`config.mk`:
```
export PLATFORM = sky130hd
export DESIGN_NAME = pte_write_coalescer
export DESIGN_NICKNAME = d
export VERILOG_FILES = /design/src/design/pwc_pkg.sv /design/src/design/pwc_front.sv /design/src/design/pwc_job_queue.sv /design/src/design/pwc_back.sv /design/src/design/pte_write_coalescer.sv
export SDC_FILE = /design/constraint.sdc
export NUM_CORES = 2
export LEC_CHECK = 0
export BUFFER_PORTS_ARGS = -buffer_cell sky130_fd_sc_hd__buf_2
export CORE_MARGIN = 2
export CORE_UTILIZATION = 57
export DETAILED_ROUTE_END_ITERATION = 6
export PLACE_DENSITY = 0.77
export SETUP_SLACK_MARGIN = 0.5
export SYNTH_ARGS = -nofsm -noshare
export SYNTH_HDL_FRONTEND = slang
export SYNTH_SLANG_ARGS = --single-unit
export TNS_END_PERCENT = 50
```
`constraint.sdc`:
```
create_clock -name clk_i -period 14.4 [get_ports clk_i]
set_input_delay 1.44 -clock clk_i [delete_from_list [all_inputs] [get_ports clk_i]]
set_output_delay 1.44 -clock clk_i [all_outputs]
set_load 0.01 [all_outputs]
```
`src/design/pwc_pkg.sv`:
```
// shared types, constants and helpers of the page-table-entry write coalescer
package pwc_pkg;

  localparam int MAX_ENTRIES = 16;
  localparam int COPY_CAP    = 1023;
  localparam int PAGE_BITS   = 12;

  localparam int ADDR_W  = 32;
  localparam int ENTRY_W = 64;
  localparam int LIMIT_W = 5;
  localparam int OFF_W   = 32;
  localparam int SHIFT_W = 6;
  localparam int COPY_W  = 10;
  localparam int SLOT_W  = 4;
  localparam int CNT_W   = $clog2(MAX_ENTRIES + 1);
  localparam int MODE_W  = 3;
  localparam int IDX_W   = 2;

  localparam int BANKS       = 2;
  localparam int QUEUE_DEPTH = 2;

  localparam int IN_DATA_W  = 96;
  localparam int OUT_DATA_W = 120;

  // reset values of the frame mask and of the entry limit
  localparam logic [ENTRY_W-1:0] FRAME_MASK_RST = 64'h0000_3FFF_FFFF_F000;
  localparam logic [LIMIT_W-1:0] LIMIT_RST      = LIMIT_W'(MAX_ENTRIES);

  localparam logic ACTION_WRITE = 1'b0;
  localparam logic ACTION_FLUSH = 1'b1;

  typedef enum logic [IDX_W-1:0] {
    REG_WINDOW_BASE = 2'd0,
    REG_ENTRY_LIMIT = 2'd1,
    REG_FRAME_MASK  = 2'd2,
    REG_FLAG_MASK   = 2'd3
  } reg_idx_e;

  typedef enum logic [MODE_W-1:0] {
    MODE_NONE      = 3'd0,
    MODE_DUP_FIRST = 3'd1,
    MODE_REP_FIRST = 3'd2,
    MODE_DUP_LAST  = 3'd3,
    MODE_REP_LAST  = 3'd4
  } mode_e;

  typedef enum logic [2:0] {
    ACT_IDLE,
    ACT_START,
    ACT_COPY,
    ACT_APPEND,
    ACT_RESTART,
    ACT_DRAIN
  } act_e;

  // write of one literal entry into the entry store
  typedef struct packed {
    logic                   en;
    logic                   bank;
    logic [SLOT_W-1:0]      slot;
    logic [ENTRY_W-1:0]     data;
  } st_wr_t;

  // one closed request waiting to be drained
  typedef struct packed {
    logic                   bank;
    logic [OFF_W-1:0]       start_page;
    mode_e                  mode;
    logic [COPY_W-1:0]      copies;
    logic [CNT_W-1:0]       count;
  } job_t;

  // bank handed back once its last entry has been read
  typedef struct packed {
    logic                   en;
    logic                   bank;
  } rel_t;

  function automatic logic [SHIFT_W-1:0] lowest_set(input logic [ENTRY_W-1:0] m);
    logic [SHIFT_W-1:0] r;
    r = '0;
    for (int i = ENTRY_W - 1; i >= 0; i--) begin
      if (m[i]) begin
        r = SHIFT_W'(i);
      end
    end
    return r;
  endfunction

endpackage

```
`src/design/pwc_front.sv`:
```
// front end: config registers, request state and per-write coalescing decision
module pwc_front (
  input  logic                          clk_i,
  input  logic                          rst_ni,
  input  logic                          cfg_valid_i,
  input  logic [pwc_pkg::IDX_W-1:0]     cfg_index_i,
  input  logic [pwc_pkg::ENTRY_W-1:0]   cfg_data_i,
  input  logic                          in_valid_i,
  output logic                          in_ready_o,
  input  logic                          in_action_i,
  input  logic [pwc_pkg::ADDR_W-1:0]    in_addr_i,
  input  logic [pwc_pkg::ENTRY_W-1:0]   in_entry_i,
  output pwc_pkg::st_wr_t               st_wr_o,
  output logic                          job_push_o,
  output pwc_pkg::job_t                 job_o,
  input  pwc_pkg::rel_t                 rel_i
);
  import pwc_pkg::*;

  localparam logic [COPY_W-1:0] COPY_MAX = COPY_W'(COPY_CAP);

  logic [ADDR_W-1:0]  window_base_q;
  logic [LIMIT_W-1:0] entry_limit_q;
  logic [ENTRY_W-1:0] frame_mask_q;
  logic [SHIFT_W-1:0] frame_sh_q;
  logic [ENTRY_W-1:0] flag_mask_q;

  logic               bank_q;
  logic [BANKS-1:0]   busy_q, busy_d;
  logic [CNT_W-1:0]   ec_q;
  logic [OFF_W-1:0]   start_q;
  logic [COPY_W-1:0]  cc_q;
  mode_e              mode_q;
  logic [OFF_W-1:0]   next_off_q;
  logic [ENTRY_W-1:0] last_q;

  logic [OFF_W-1:0]   off;
  logic [ENTRY_W-1:0] nf;
  logic [ENTRY_W-1:0] pf;
  logic [CNT_W-1:0]   lim;
  logic               contig, dup, rep, full, first;
  act_e               act;
  mode_e              new_mode;
  logic               accept;
  logic               new_bank_needed;

  assign off = OFF_W'(in_addr_i[ADDR_W-1:PAGE_BITS]) -
               OFF_W'(window_base_q[ADDR_W-1:PAGE_BITS]);
  assign nf  = (in_entry_i & frame_mask_q) >> frame_sh_q;
  assign pf  = (last_q & frame_mask_q) >> frame_sh_q;

  always_comb begin
    if (entry_limit_q == '0) begin
      lim = CNT_W'(1);
    end else if (CNT_W'(entry_limit_q) > CNT_W'(MAX_ENTRIES)) begin
      lim = CNT_W'(MAX_ENTRIES);
    end else begin
      lim = CNT_W'(entry_limit_q);
    end
  end

  assign contig = (off == next_off_q) && (cc_q != COPY_MAX);
  assign dup    = (in_entry_i == last_q);
  assign rep    = (((in_entry_i ^ last_q) & flag_mask_q) == '0) &&
                  ((nf - (ENTRY_W'(cc_q) + ENTRY_W'(1))) == pf);
  assign full   = (ec_q >= lim);
  assign first  = (ec_q == CNT_W'(1));

  always_comb begin
    act      = ACT_IDLE;
    new_mode = mode_q;
    if (in_action_i == ACTION_FLUSH) begin
      act = (ec_q == '0) ? ACT_IDLE : ACT_DRAIN;
    end else if (ec_q == '0) begin
      act = ACT_START;
    end else if (!contig) begin
      act = ACT_RESTART;
    end else if (cc_q == '0) begin
      if (dup) begin
        act      = ACT_COPY;
        new_mode = first ? MODE_DUP_FIRST : MODE_DUP_LAST;
      end else if (rep) begin
        act      = ACT_COPY;
        new_mode = first ? MODE_REP_FIRST : MODE_REP_LAST;
      end else if (full) begin
        act = ACT_RESTART;
      end else begin
        act = ACT_APPEND;
      end
    end else if (first && mode_q == MODE_DUP_FIRST && dup) begin
      act = ACT_COPY;
    end else if (first && mode_q == MODE_REP_FIRST && rep) begin
      act = ACT_COPY;
    end else if (mode_q == MODE_DUP_LAST && dup) begin
      act = ACT_COPY;
    end else if (mode_q == MODE_REP_LAST && rep) begin
      act = ACT_COPY;
    end else if ((mode_q == MODE_DUP_FIRST || mode_q == MODE_REP_FIRST) && !full) begin
      act = ACT_APPEND;
    end else begin
      act = ACT_RESTART;
    end
  end

  // closing a request hands the bank to the drain side and moves to the other one
  assign new_bank_needed = (act == ACT_RESTART) || (act == ACT_DRAIN);
  assign in_ready_o      = !(new_bank_needed && busy_q[!bank_q]);
  assign accept          = in_valid_i && in_ready_o;

  assign job_push_o      = accept && new_bank_needed;
  assign job_o.bank       = bank_q;
  assign job_o.start_page = start_q;
  assign job_o.mode       = mode_q;
  assign job_o.copies     = cc_q;
  assign job_o.count      = ec_q;

  always_comb begin
    st_wr_o.en   = 1'b0;
    st_wr_o.bank = bank_q;
    st_wr_o.slot = '0;
    st_wr_o.data = in_entry_i;
    case (act)
      ACT_START: begin
        st_wr_o.en = accept;
      end
      ACT_RESTART: begin
        st_wr_o.en   = accept;
        st_wr_o.bank = !bank_q;
      end
      ACT_APPEND: begin
        st_wr_o.en   = accept;
        st_wr_o.slot = ec_q[SLOT_W-1:0];
      end
      default: begin
        st_wr_o.en = 1'b0;
      end
    endcase
  end

  always_comb begin
    busy_d = busy_q;
    if (rel_i.en) begin
      busy_d[rel_i.bank] = 1'b0;
    end
    if (job_push_o) begin
      busy_d[bank_q] = 1'b1;
    end
  end

  always_ff @(posedge clk_i or negedge rst_ni) begin
    if (!rst_ni) begin
      window_base_q <= '0;
      entry_limit_q <= LIMIT_RST;
      frame_mask_q  <= FRAME_MASK_RST;
      frame_sh_q    <= lowest_set(FRAME_MASK_RST);
      flag_mask_q   <= '0;
    end else if (cfg_valid_i) begin
      case (reg_idx_e'(cfg_index_i))
        REG_WINDOW_BASE: window_base_q <= cfg_data_i[ADDR_W-1:0];
        REG_ENTRY_LIMIT: entry_limit_q <= cfg_data_i[LIMIT_W-1:0];
        REG_FRAME_MASK: begin
          frame_mask_q <= cfg_data_i;
          frame_sh_q   <= lowest_set(cfg_data_i);
        end
        REG_FLAG_MASK:   flag_mask_q <= cfg_data_i;
        default:         flag_mask_q <= flag_mask_q;
      endcase
    end
  end

  always_ff @(posedge clk_i or negedge rst_ni) begin
    if (!rst_ni) begin
      bank_q <= 1'b0;
      busy_q <= '0;
      ec_q   <= '0;
      cc_q   <= '0;
      mode_q <= MODE_NONE;
      start_q <= '0;
    end else begin
      busy_q <= busy_d;
      if (accept) begin
        case (act)
          ACT_START, ACT_RESTART: begin
            if (act == ACT_RESTART) begin
              bank_q <= !bank_q;
            end
            ec_q    <= CNT_W'(1);
            cc_q    <= '0;
            mode_q  <= MODE_NONE;
            start_q <= off;
          end
          ACT_COPY: begin
            cc_q   <= cc_q + COPY_W'(1);
            mode_q <= new_mode;
          end
          ACT_APPEND: begin
            ec_q <= ec_q + CNT_W'(1);
          end
          ACT_DRAIN: begin
            bank_q <= !bank_q;
            ec_q   <= '0;
          end
          default: begin
            ec_q <= ec_q;
          end
        endcase
      end
    end
  end

  // expected next page and the last literal entry of the open request
  always_ff @(posedge clk_i) begin
    if (accept) begin
      case (act)
        ACT_START, ACT_RESTART: begin
          next_off_q <= off + OFF_W'(1);
          last_q     <= in_entry_i;
        end
        ACT_APPEND: begin
          next_off_q <= next_off_q + OFF_W'(1);
          last_q     <= in_entry_i;
        end
        ACT_COPY: begin
          next_off_q <= next_off_q + OFF_W'(1);
        end
        default: begin
          next_off_q <= next_off_q;
        end
      endcase
    end
  end

endmodule

```
`src/design/pwc_job_queue.sv`:
```
// small queue of closed requests between the front end and the drain side
module pwc_job_queue (
  input  logic           clk_i,
  input  logic           rst_ni,
  input  logic           push_i,
  input  pwc_pkg::job_t  job_i,
  input  logic           pop_i,
  output logic           head_valid_o,
  output pwc_pkg::job_t  head_o
);
  import pwc_pkg::*;

  localparam int PTR_W = $clog2(QUEUE_DEPTH);

  job_t                 slots_q [QUEUE_DEPTH];
  logic [PTR_W-1:0]     wr_ptr_q, rd_ptr_q;
  logic [PTR_W:0]       cnt_q, cnt_d;

  assign head_valid_o = (cnt_q != '0);
  assign head_o       = slots_q[rd_ptr_q];

  always_comb begin
    cnt_d = cnt_q;
    if (push_i && !pop_i) begin
      cnt_d = cnt_q + (PTR_W + 1)'(1);
    end else if (pop_i && !push_i) begin
      cnt_d = cnt_q - (PTR_W + 1)'(1);
    end
  end

  always_ff @(posedge clk_i or negedge rst_ni) begin
    if (!rst_ni) begin
      wr_ptr_q <= '0;
      rd_ptr_q <= '0;
      cnt_q    <= '0;
    end else begin
      cnt_q <= cnt_d;
      if (push_i) begin
        wr_ptr_q <= (wr_ptr_q == PTR_W'(QUEUE_DEPTH - 1)) ? '0 : wr_ptr_q + PTR_W'(1);
      end
      if (pop_i) begin
        rd_ptr_q <= (rd_ptr_q == PTR_W'(QUEUE_DEPTH - 1)) ? '0 : rd_ptr_q + PTR_W'(1);
      end
    end
  end

  always_ff @(posedge clk_i) begin
    if (push_i) begin
      slots_q[wr_ptr_q] <= job_i;
    end
  end

endmodule

```
`src/design/pwc_back.sv`:
```
// drain side: two-bank entry store and output register, one entry per cycle while the output is ready
module pwc_back (
  input  logic                          clk_i,
  input  logic                          rst_ni,
  input  pwc_pkg::st_wr_t               st_wr_i,
  input  logic                          head_valid_i,
  input  pwc_pkg::job_t                 head_i,
  output logic                          pop_o,
  output pwc_pkg::rel_t                 rel_o,
  output logic                          out_valid_o,
  input  logic                          out_ready_i,
  output logic [pwc_pkg::OFF_W-1:0]     out_start_o,
  output pwc_pkg::mode_e                out_mode_o,
  output logic [pwc_pkg::COPY_W-1:0]    out_copies_o,
  output logic [pwc_pkg::SLOT_W-1:0]    out_slot_o,
  output logic [pwc_pkg::ENTRY_W-1:0]   out_entry_o,
  output logic                          out_last_o
);
  import pwc_pkg::*;

  logic [ENTRY_W-1:0] store_q [BANKS][MAX_ENTRIES];
  logic [SLOT_W-1:0]  idx_q;
  logic               out_valid_q;
  logic               load, is_last;

  logic [OFF_W-1:0]   start_q;
  mode_e              mode_q;
  logic [COPY_W-1:0]  copies_q;
  logic [SLOT_W-1:0]  slot_q;
  logic [ENTRY_W-1:0] entry_q;
  logic               last_q;

  assign load    = head_valid_i && (!out_valid_q || out_ready_i);
  assign is_last = (CNT_W'(idx_q) + CNT_W'(1)) == head_i.count;
  assign pop_o   = load && is_last;
  // the bank is free as soon as its last entry sits in the output register
  assign rel_o.en   = pop_o;
  assign rel_o.bank = head_i.bank;

  always_ff @(posedge clk_i) begin
    if (st_wr_i.en) begin
      store_q[st_wr_i.bank][st_wr_i.slot] <= st_wr_i.data;
    end
  end

  always_ff @(posedge clk_i or negedge rst_ni) begin
    if (!rst_ni) begin
      out_valid_q <= 1'b0;
      idx_q       <= '0;
    end else begin
      if (load) begin
        out_valid_q <= 1'b1;
        idx_q       <= is_last ? '0 : idx_q + SLOT_W'(1);
      end else if (out_ready_i) begin
        out_valid_q <= 1'b0;
      end
    end
  end

  always_ff @(posedge clk_i) begin
    if (load) begin
      start_q  <= head_i.start_page;
      mode_q   <= head_i.mode;
      copies_q <= head_i.copies;
      slot_q   <= idx_q;
      entry_q  <= store_q[head_i.bank][idx_q];
      last_q   <= is_last;
    end
  end

  assign out_valid_o  = out_valid_q;
  assign out_start_o  = start_q;
  assign out_mode_o   = mode_q;
  assign out_copies_o = copies_q;
  assign out_slot_o   = slot_q;
  assign out_entry_o  = entry_q;
  assign out_last_o   = last_q;

endmodule

```
`src/design/pte_write_coalescer.sv`:
```
// top level of the page-table-entry write coalescer
//
// Writes are taken one per cycle while the front end is ready and merged on
// the fly into the open request (literal entry, duplicate or replicated copy,
// or close-and-restart). When a request closes, by a flush or by a write that
// cannot join it, its header goes into a two-deep request queue and its entries
// stay in one of two store banks while the next request fills the other bank.
// The drain side emits one result per literal entry, one per cycle while the
// output is ready, through an output register. A write or a flush that has to
// close a request stalls only while the other bank still holds a request that
// has not been fully drained. The registers are written through the config
// port, which is always ready; a write takes effect from the next item on.
module pte_write_coalescer (
  input  logic                             clk_i,
  input  logic                             rst_ni,
  input  logic                             cfg_valid_i,
  output logic                             cfg_ready_o,
  input  logic [pwc_pkg::IDX_W-1:0]        cfg_index_i,
  input  logic [pwc_pkg::ENTRY_W-1:0]      cfg_data_i,
  input  logic                             s_axis_tvalid,
  output logic                             s_axis_tready,
  // address [31:0], entry [95:32]
  input  logic [pwc_pkg::IN_DATA_W-1:0]    s_axis_tdata,
  // action [0]
  input  logic                             s_axis_tuser,
  output logic                             m_axis_tvalid,
  input  logic                             m_axis_tready,
  // start_page [31:0], mode [34:32], copies [44:35], slot [48:45],
  // entry_out [112:49], zero [119:113]
  output logic [pwc_pkg::OUT_DATA_W-1:0]   m_axis_tdata,
  output logic                             m_axis_tlast
);
  import pwc_pkg::*;

  st_wr_t             st_wr;
  logic               job_push;
  job_t               job;
  logic               head_valid;
  job_t               head;
  logic               pop;
  rel_t               rel;
  logic [OFF_W-1:0]   out_start;
  mode_e              out_mode;
  logic [COPY_W-1:0]  out_copies;
  logic [SLOT_W-1:0]  out_slot;
  logic [ENTRY_W-1:0] out_entry;

  assign cfg_ready_o = 1'b1;

  pwc_front u_front (
    .clk_i       (clk_i),
    .rst_ni      (rst_ni),
    .cfg_valid_i (cfg_valid_i),
    .cfg_index_i (cfg_index_i),
    .cfg_data_i  (cfg_data_i),
    .in_valid_i  (s_axis_tvalid),
    .in_ready_o  (s_axis_tready),
    .in_action_i (s_axis_tuser),
    .in_addr_i   (s_axis_tdata[ADDR_W-1:0]),
    .in_entry_i  (s_axis_tdata[ADDR_W+ENTRY_W-1:ADDR_W]),
    .st_wr_o     (st_wr),
    .job_push_o  (job_push),
    .job_o       (job),
    .rel_i       (rel)
  );

  pwc_job_queue u_queue (
    .clk_i        (clk_i),
    .rst_ni       (rst_ni),
    .push_i       (job_push),
    .job_i        (job),
    .pop_i        (pop),
    .head_valid_o (head_valid),
    .head_o       (head)
  );

  pwc_back u_back (
    .clk_i        (clk_i),
    .rst_ni       (rst_ni),
    .st_wr_i      (st_wr),
    .head_valid_i (head_valid),
    .head_i       (head),
    .pop_o        (pop),
    .rel_o        (rel),
    .out_valid_o  (m_axis_tvalid),
    .out_ready_i  (m_axis_tready),
    .out_start_o  (out_start),
    .out_mode_o   (out_mode),
    .out_copies_o (out_copies),
    .out_slot_o   (out_slot),
    .out_entry_o  (out_entry),
    .out_last_o   (m_axis_tlast)
  );

  assign m_axis_tdata = {
    (OUT_DATA_W - OFF_W - MODE_W - COPY_W - SLOT_W - ENTRY_W)'(0),
    out_entry, out_slot, out_copies, out_mode, out_start
  };

endmodule
```
Word-level counts from Yosys, hierarchy flattened
Memory sizes are Yosys's and may differ from the RTL's.
Cells that the tools add are included.
{ "op_classes": {"addsub": 13, "order_cmp": 10, "n_eq_ne": 23, "n_shift": 2, "muxes": 119, "bitwise": 9, "n_reduce_logical": 54} }
{ "ops": {"columns": ["operator", "n"], "rows": [
  ["two-way mux 1024 bit", 1],
  ["two-way mux 6 bit", 64],
  ["binary-select mux 64 bit (select 4 bit)", 1],
  ["demux 64 bit (select 4 bit)", 1],
  ["bitwise AND 64 bit", 3],
  ["two-way mux 64 bit", 3],
  ["== test 64 bit", 2],
  [">> shifter 64 x 6 -> 64 bit", 2],
  ["adder 32 x 1 -> 32 bit (second input constant)", 2],
  ["logical NOT 64 bit", 1],
  ["case mux 32 bit (2 select lines)", 1],
  ["subtractor 64 bit", 1],
  ["XOR 64 bit", 1],
  ["two-way mux 3 bit", 20],
  ["== test 32 bit", 1],
  ["subtractor 20 x 20 -> 21 bit", 1],
  ["case mux 10 bit (2 select lines)", 1],
  ["AND reduction 2 bit", 10],
  ["logical AND 1 bit", 19],
  ["case mux 5 bit (3 select lines)", 1],
  ["two-way mux 1 bit", 13],
  ["== test 3 x 2 -> 1 bit (second input constant)", 4],
  ["nonzero test 2 bit", 6],
  ["adder 10 x 1 -> 11 bit (second input constant)", 1],
  ["other kinds (42)", 70]
]} }
{ "totals": {"regBits": 443, "ram_bits": 2150, "input_bits": 168, "output_inout_bits": 124, "wordCells": 256, "memories": 2} }
{ "memory_table": {"columns": ["name", "depth", "width", "read_ports", "rd_clocked_by_memory_dff", "write_ports", "line_no", "text"], "rows": [
  ["u_back.store_q", 2, 1024, 1, 0, 1, "pwc_back.sv:21", "logic [ENTRY_W-1:0] store_q [BANKS][MAX_ENTRIES];"],
  ["u_queue.slots_q", 2, 51, 1, 0, 1, "pwc_job_queue.sv:15", "job_t slots_q [QUEUE_DEPTH];"]
]} }

Longest topological paths before layout
{ "depth": {"depth_word": 64, "mapped_depth": 38, "depth_no_buf": 30} }

Cells and area by module
Synthesis repeated with hierarchy kept, for this count alone.
{ "unflattened": {"hier_cells": 6848, "area_unflattened_um2": 114446.0} }
{ "modules_own_cells": {"columns": ["mod", "n_inst", "cells_per_inst", "area_per_inst_um2", "seq_area_each_um2"], "rows": [
  ["pwc_back", 1, 3362, 80911.4, 65047.4],
  ["pwc_front", 1, 3302, 29351.9, 7958.9],
  ["pwc_job_queue", 1, 174, 4115.2, 3163.0],
  ["pte_write_coalescer", 1, 10, 67.6, 0.0]
]} }

Least setup slack after synthesis
OpenSTA, ideal clock, no wires.
{ "synth_path": {"path_kind": "reg-to-reg", "from": "reg u_front.frame_sh_q[4]", "to": "mem u_back.store_q[1][832] in the netlist's numbering (enable)", "setup_ns": 0.645, "t_arrival_ns": 13.914, "required_time_ns": 13.755, "setup_slack_ns": -0.159, "stages_incl_launch_ff": 30, "n_path_buf": 9, "period_less_slack_ns": 14.559, "path_cell_list": "dfrtp_1 -> clkbuf_1 -> clkbuf_1 -> clkbuf_1 -> clkbuf_1 -> buf_1 -> clkbuf_1 -> clkbuf_1 -> clkbuf_1 -> buf_1 -> o21ai_0 -> a21oi_1 -> ha_1 -> inv_1 -> fa_1 -> a21oi_1 -> o211ai_1 -> a41oi_1 -> nor2b_1 -> a2111oi_2 -> nand2_2 -> nor4_2 -> nand2_2 -> o311a_1 -> a2111o_1 -> or4_4 -> o31ai_4 -> nor2_2 -> xnor2_4 -> nor4_1"} }
{ "synth_between": {"elab_chain_cells": 21, "elab_cells_between_ends": 37, "classes_between": "add/sub: 1; order compare: 2; eq/ne: 5; shift: 2; mux: 17; bitwise: 1; reduce/logical: 9"} }
{ "synth_lines": {"columns": ["item", "line_no", "text"], "rows": [
  ["start: declaration", "pwc_front.sv:25", "logic [SHIFT_W-1:0] frame_sh_q;"],
  ["start signal: assignment", "pwc_front.sv:155", "frame_sh_q <= lowest_set(FRAME_MASK_RST);"],
  ["start signal: assignment", "pwc_front.sv:163", "frame_sh_q <= lowest_set(cfg_data_i);"],
  [">> shifter 64 x 6 -> 64 bit", "pwc_front.sv:49", "assign nf = (in_entry_i & frame_mask_q) >> frame_sh_q;"],
  ["subtractor 64 bit", "pwc_front.sv:65", "((nf - (ENTRY_W'(cc_q) + ENTRY_W'(1))) == pf);"],
  ["== test 64 bit *", "pwc_front.sv:65", null],
  ["logical AND 1 bit *", "pwc_front.sv:64", "assign rep = (((in_entry_i ^ last_q) & flag_mask_q) == '0) &&"],
  ["logical AND 1 bit", "pwc_front.sv:96", "end else if (mode_q == MODE_REP_LAST && rep) begin"],
  ["two-way mux 3 bit", "pwc_front.sv:96", null],
  ["two-way mux 3 bit", "pwc_front.sv:94", "end else if (mode_q == MODE_DUP_LAST && dup) begin"],
  ["two-way mux 3 bit", "pwc_front.sv:92", "end else if (first && mode_q == MODE_REP_FIRST && rep) begin"],
  ["[5 not listed]", null, null],
  ["== test 3 x 2 -> 1 bit (tied with other cells)", "pwc_front.sv:122", "case (act)"],
  ["two-way mux 4 bit / logical OR 1 bit (equally long branches)", "pwc_front.sv:122, pwc_front.sv:106", null],
  ["NOT 4 -> 5 bit (implied by the code) / logical AND 1 bit (equally long branches)", "pwc_back.sv:42, pwc_front.sv:107", null],
  [">= comparator 5 bit (implied by the code) (tied with other cells)", "pwc_back.sv:42", "store_q[st_wr_i.bank][st_wr_i.slot] <= st_wr_i.data;"],
  ["logical AND 1 bit (on tied branches)", "pwc_back.sv:42, pwc_front.sv:108", null],
  ["two-way mux 64 bit (implied by the code) / two-way mux 1 bit (equally long branches)", "pwc_back.sv:42, pwc_front.sv:122", null],
  ["demux 64 bit (select 4 bit) / two-way mux 1 bit (equally long branches)", "pwc_back.sv:42, pwc_back.sv:41", null],
  ["two-way mux 1024 bit (implied by the code)", "pwc_back.sv:42", null],
  ["end: declaration", "pwc_back.sv:21", null]
]} }
Mark *: on every way between the ends. The rest lies on a longest branch, timed or not.

Worst setup path after layout
{ "layout_path": {"from": "reg u_front.frame_sh_q[0]", "to": "out s_axis_tready"} }
{ "layout_between": {"elab_chain_cells": 17, "elab_cells_between_ends": 22, "classes_between": "add/sub: 1; eq/ne: 3; shift: 2; mux: 10; reduce/logical: 6"} }
{ "layout_lines": {"columns": ["item", "line_no", "text"], "rows": [
  [">> shifter 64 x 6 -> 64 bit", "pwc_front.sv:49", null],
  ["subtractor 64 bit", "pwc_front.sv:65", null],
  ["== test 64 bit *", "pwc_front.sv:65", null],
  ["logical AND 1 bit *", "pwc_front.sv:64", null],
  ["logical AND 1 bit", "pwc_front.sv:96", null],
  ["two-way mux 3 bit", "pwc_front.sv:96", null],
  ["two-way mux 3 bit", "pwc_front.sv:94", null],
  ["two-way mux 3 bit", "pwc_front.sv:92", null],
  ["two-way mux 3 bit", "pwc_front.sv:90", "end else if (first && mode_q == MODE_DUP_FIRST && dup) begin"],
  ["two-way mux 3 bit *", "pwc_front.sv:78", "end else if (cc_q == '0) begin"],
  ["two-way mux 3 bit *", "pwc_front.sv:76", "end else if (!contig) begin"],
  ["two-way mux 3 bit *", "pwc_front.sv:74", "end else if (ec_q == '0) begin"],
  ["two-way mux 3 bit *", "pwc_front.sv:72", "if (in_action_i == ACTION_FLUSH) begin"],
  ["== test 3 bit", "pwc_front.sv:106", "assign new_bank_needed = (act == ACT_RESTART) || (act == ACT_DRAIN);"],
  ["logical OR 1 bit *", "pwc_front.sv:106", null],
  ["logical AND 1 bit *", "pwc_front.sv:107", "assign in_ready_o = !(new_bank_needed && busy_q[!bank_q]);"],
  ["logical NOT 1 bit *", "pwc_front.sv:107", null],
  ["end: declaration", "pte_write_coalescer.sv:21", "output logic s_axis_tready,"]
]} }
Marked as above.

==> out/summary.log <==
qor: power.power_report.internal_total 15.2 mW
qor: power.vdd.ir_drop.worst 135 uV
qor: route.detail_route.wirelength 364000 um
qor: floorplanning.io_pins 292
qor: cts.cts_repair_resize_count 0
qor: floorplanning.core-area 197000 sq um
qor: setup_path.kind_of_capture_point_of_the_worst_setup_path output port
qor: floorplanning.floorplan.initialDensity 57.3%
qor: place.post-place-cells 8993
qor: synth.synthesized_area 113000 sq um
qor: route.first_iter_violations 10600
qor: power.share_clk_of_total_power 30.8%
qor: synth.synth_edf_count 2327
qor: sta.clock.fmax 85.2 MHz
qor: cts.cts.repair_timing.setup_buffer_count 0
qor: synth.synth.ff_latch_count 2537
qor: sta.rsz0062_at_grt false
qor: hold_path.timing.hold.worst.start u_front.start_q[3]
qor: power.power_frac_comb 28.4%
qor: finish.num-fill-cells 13000
qor: finish.final-seq-area 75200 sq um
qor: synth.postSynth.asyncResetShare 8.28%
qor: route.avgViaCountPerCell 7.27
qor: setup_path.r2r_start u_front.frame_sh_q[0]
qor: power.power.switching 6.85 mW
qor: place.place.port_buffers 271
qor: hold_path.whs_endpoint u_queue.slots_q[0][21]
qor: place.dp_hpwl 207000 um
qor: setup_path.arrival_time_worst_endpoint 10.30 ns
qor: finish.final_util 64.0%
qor: global_route.first_pass_grt_wire_length 512000 um
qor: cts.cts.sinks 2537
qor: global_route.first_global_vias 67900
qor: synth.synthTopCellsByArea edfxtp_1, mux4_2, dfrtp_1
qor: floorplanning.die_area 202000 sq um
qor: setup_path.critPathKind reg -> out
qor: sta.final.setup_skew 0.0994 ns
qor: sta.report.final.setup_viol 0
qor: floorplanning.floorplan.die.height 449 um
qor: setup_path.r2r_setup_slack 3.06 ns
qor: cts.cts_hold_repair.buffers 0
qor: flow_run.cap_violations 0
qor: cts.cts-root-buf clkbuf_16
qor: sta.hold_slack 0.472 ns
qor: cts.clkSlewWorstSetupHoldPaths 0.07 ns
qor: power.cellPowerDensity 175 nW/um^2
qor: sta.finalWorstPathRequiredPeriod 11.74 ns
qor: cts.cts_max_level 4
qor: synth.most_numerous_cell_in_the_yosys_netlist edfxtp_1
qor: synth.yosys_warnings 0
qor: setup_path.rr_endpoint u_front.last_q[1]
qor: place.final_gp_congestion 1.02
qor: global_route.global_route.usage.total 35.9%
qor: synth.syn-instance-count 6309
qor: setup_path.worst-endpoint-required 12.96 ns
qor: cts.tritoncts yes
qor: sta.tightest_slew 1.26 ns
qor: synth.library_cells_used_by_synthesis 119
qor: place.pre_cts_ws 3.05 ns
qor: route.vias 68700
qor: finish.finish.net_count 6806
qor: hold_path.hold-path-cell-count 0
qor: route.postRouteAntennaNets 0
qor: sta.final_worst_path_setup_slack 2.66 ns
qor: synth.netlist.area_leader.share 61.8%
qor: route.wl_per_cell 38.5 um
qor: synth.synth_top_cells_by_count edfxtp_1, mux4_2, nand2_1
qor: status.outcome finished, final reports clean
qor: sta.post-route-period-util 81.5%
qor: route.dr.pass1.iters 6
qor: cts.clkLatencyLatePin 0.94 ns
qor: finish.stdcell_count 9450
qor: finish.syn2layout_area_growth 11.7%
qor: global_route.grt_max_degree 125
qor: floorplanning.floorplan.rows 163
qor: power.power_leakage 41.0 nW
qor: setup_path.critical_path_peak_fanout 68
qor: setup_path.depth_of_the_worst_register_to_register_path 25
qor: global_route.antenna_found_initial 24
qor: cts.cts_max_path_buffers 3
qor: synth.avgSynthCellArea 17.9 sq um
qor: hold_path.class_of_the_tightest_hold_or_removal_check reg -> reg
qor: sta.count_of_final_max_slew_check_failures 0
qor: sta.max_slew_margin 15.5%
qor: synth.seq_area_frac_synth 66.5%
qor: global_route.overflow 0
qor: cts.cts-buffers-inserted 236
qor: route.drc 0
qor: power.switching_share 31.0%
qor: finish.post_route_cells_drive_above_1_share 29.2%
qor: finish.area_taken_by_multi_input_logic_gates 36100 sq um
qor: setup_path.crit_path_start_kind register
qor: synth.yosys.area.top_type edfxtp_1
qor: floorplanning.fp.dieW 449 um
qor: synth.dominantRegCellSynth edfxtp_1
qor: sta.hold_violations 0
qor: power.pwr-share-seq 40.7%
==> routing by layer <==
metal / global-route usage [%] / part of all wire, % / up-vias
met5: 0 / 0.017 / -
met4: 16.0 / 5.1 / 10
met3: 8.17 / 12 / 934
met2: 57.1 / 48 / 5412
met1: 48.0 / 36 / 35600
li1: - / - / 26700
==> cell families after synthesis <==
family,share of synthesized area [%]
multiplexers,18.7
XOR/XNOR,1.77
AO/OA/AOI/OAI,4.41
flip-flops,66.5
other,0.00665
buffers and inverters,1.74
AND/OR/NAND/NOR,6.34
adder cells (fa/ha/maj),0.534
==> state kept, by name (all words and copies together) (netlist names), 6 cells and up <==
signal                 cells
u_front.window_base_q     20
u_front.flag_mask_q       64
u_front.last_q            64
u_back.out_copies_o       10
u_front.frame_sh_q         6
u_front.frame_mask_q      64
u_front.cc_q              10
u_back.out_entry_o        64
u_back.out_start_o        21
u_front.next_off_q        32
u_queue.slots_q           80
u_back.store_q          2048
u_front.start_q           21
==> through the flow <==
| stage | setup TNS [ns] | cell area [sq um] | power (mW) |
|---|---|---|---|
| global route | 0 | 126000 | 22.7 |
| finish | 0 | 126000 | 22.1 |
| CTS | 0 | 126000 | 22.1 |
| global placement | 0 | 118000 | 15.1 |
| floorplan | -60.55 | 113000 | 13.2 |
| detailed placement | 0 | 118000 | 15.2 |
==> worst max-delay path: stages, from the launching register on <==
cell	delay, ns
dfrtp_4	0.93
clkinv_2	0.74
buf_4	0.58
mux4_2	0.61
mux2_2	0.31
nor2_1	0.09
nor3_1	0.08
a311oi_1	0.59
a21oi_1	0.25
ha_1	0.34
nor4_1	0.21
o211ai_1	0.16
a41oi_1	0.33
nor2b_1	0.09
a2111oi_2	0.58
nand2_2	0.27
nor4_2	0.83
nand2_2	0.17
o311a_1	0.40
a2111o_1	0.36
or4_4	0.49
o31ai_4	0.46
nand2_1	0.13
nand2b_1	0.10
buf_2	0.13
==> layout make-up <==
type                            count  area share [%]
Antenna cell                       13          0.0258
Clock buffer                      266            4.79
Clock inverter                    178            1.90
Inverter                           81           0.250
Multi-Input combinational cell   3331            28.6
Sequential cell                  2537            59.6
Tap cell                         2640            2.62
Timing Repair Buffer              404            2.22
==> how the worst max path moves through the flow <==
stage / start / endpoint / slack, ns / cells after the start
final: u_front.frame_sh_q[0] / s_axis_tready / 2.66 / 24
after global placement: s_axis_tdata[67] / u_front.last_q[1] / 3.19 / 23
after global routing: u_front.frame_sh_q[0] / s_axis_tready / 2.16 / 24
after detailed placement: s_axis_tdata[75] / u_front.last_q[1] / 3.05 / 23
after floorplan: u_front.frame_sh_q[4] / u_back.store_q[1][832] / -0.16 / 29
after CTS: u_front.frame_sh_q[0] / s_axis_tready / 2.73 / 24
==> cells in the final DEF (no fill, tap or decap), types with 75 or more instances in the layout <==
master     instances
a21oi_1           96
nor2_1           194
xnor2_1           92
nand4b_1          75
mux2_2           234
o21ai_0          149
nand2_1          303
buf_2            270
mux4_2           781
clkbuf_16        237
nand3_1          101
buf_4             98
nand4_1           99
edfxtp_1        2327
dfrtp_1          164
xor2_1           122
==> power by group through the flow <==
stage                     Clock (mW)  Combinational [mW]  Sequential [mW]
after floorplan                    0                4.23             8.97
after global placement             0                6.02             9.11
after detailed placement           0                6.09             9.12
after CTS                       6.85                6.24             8.98
after global routing            7.10                6.56             9.02
final                           6.82                6.28             9.00
(Power assumes the default switching activity.)
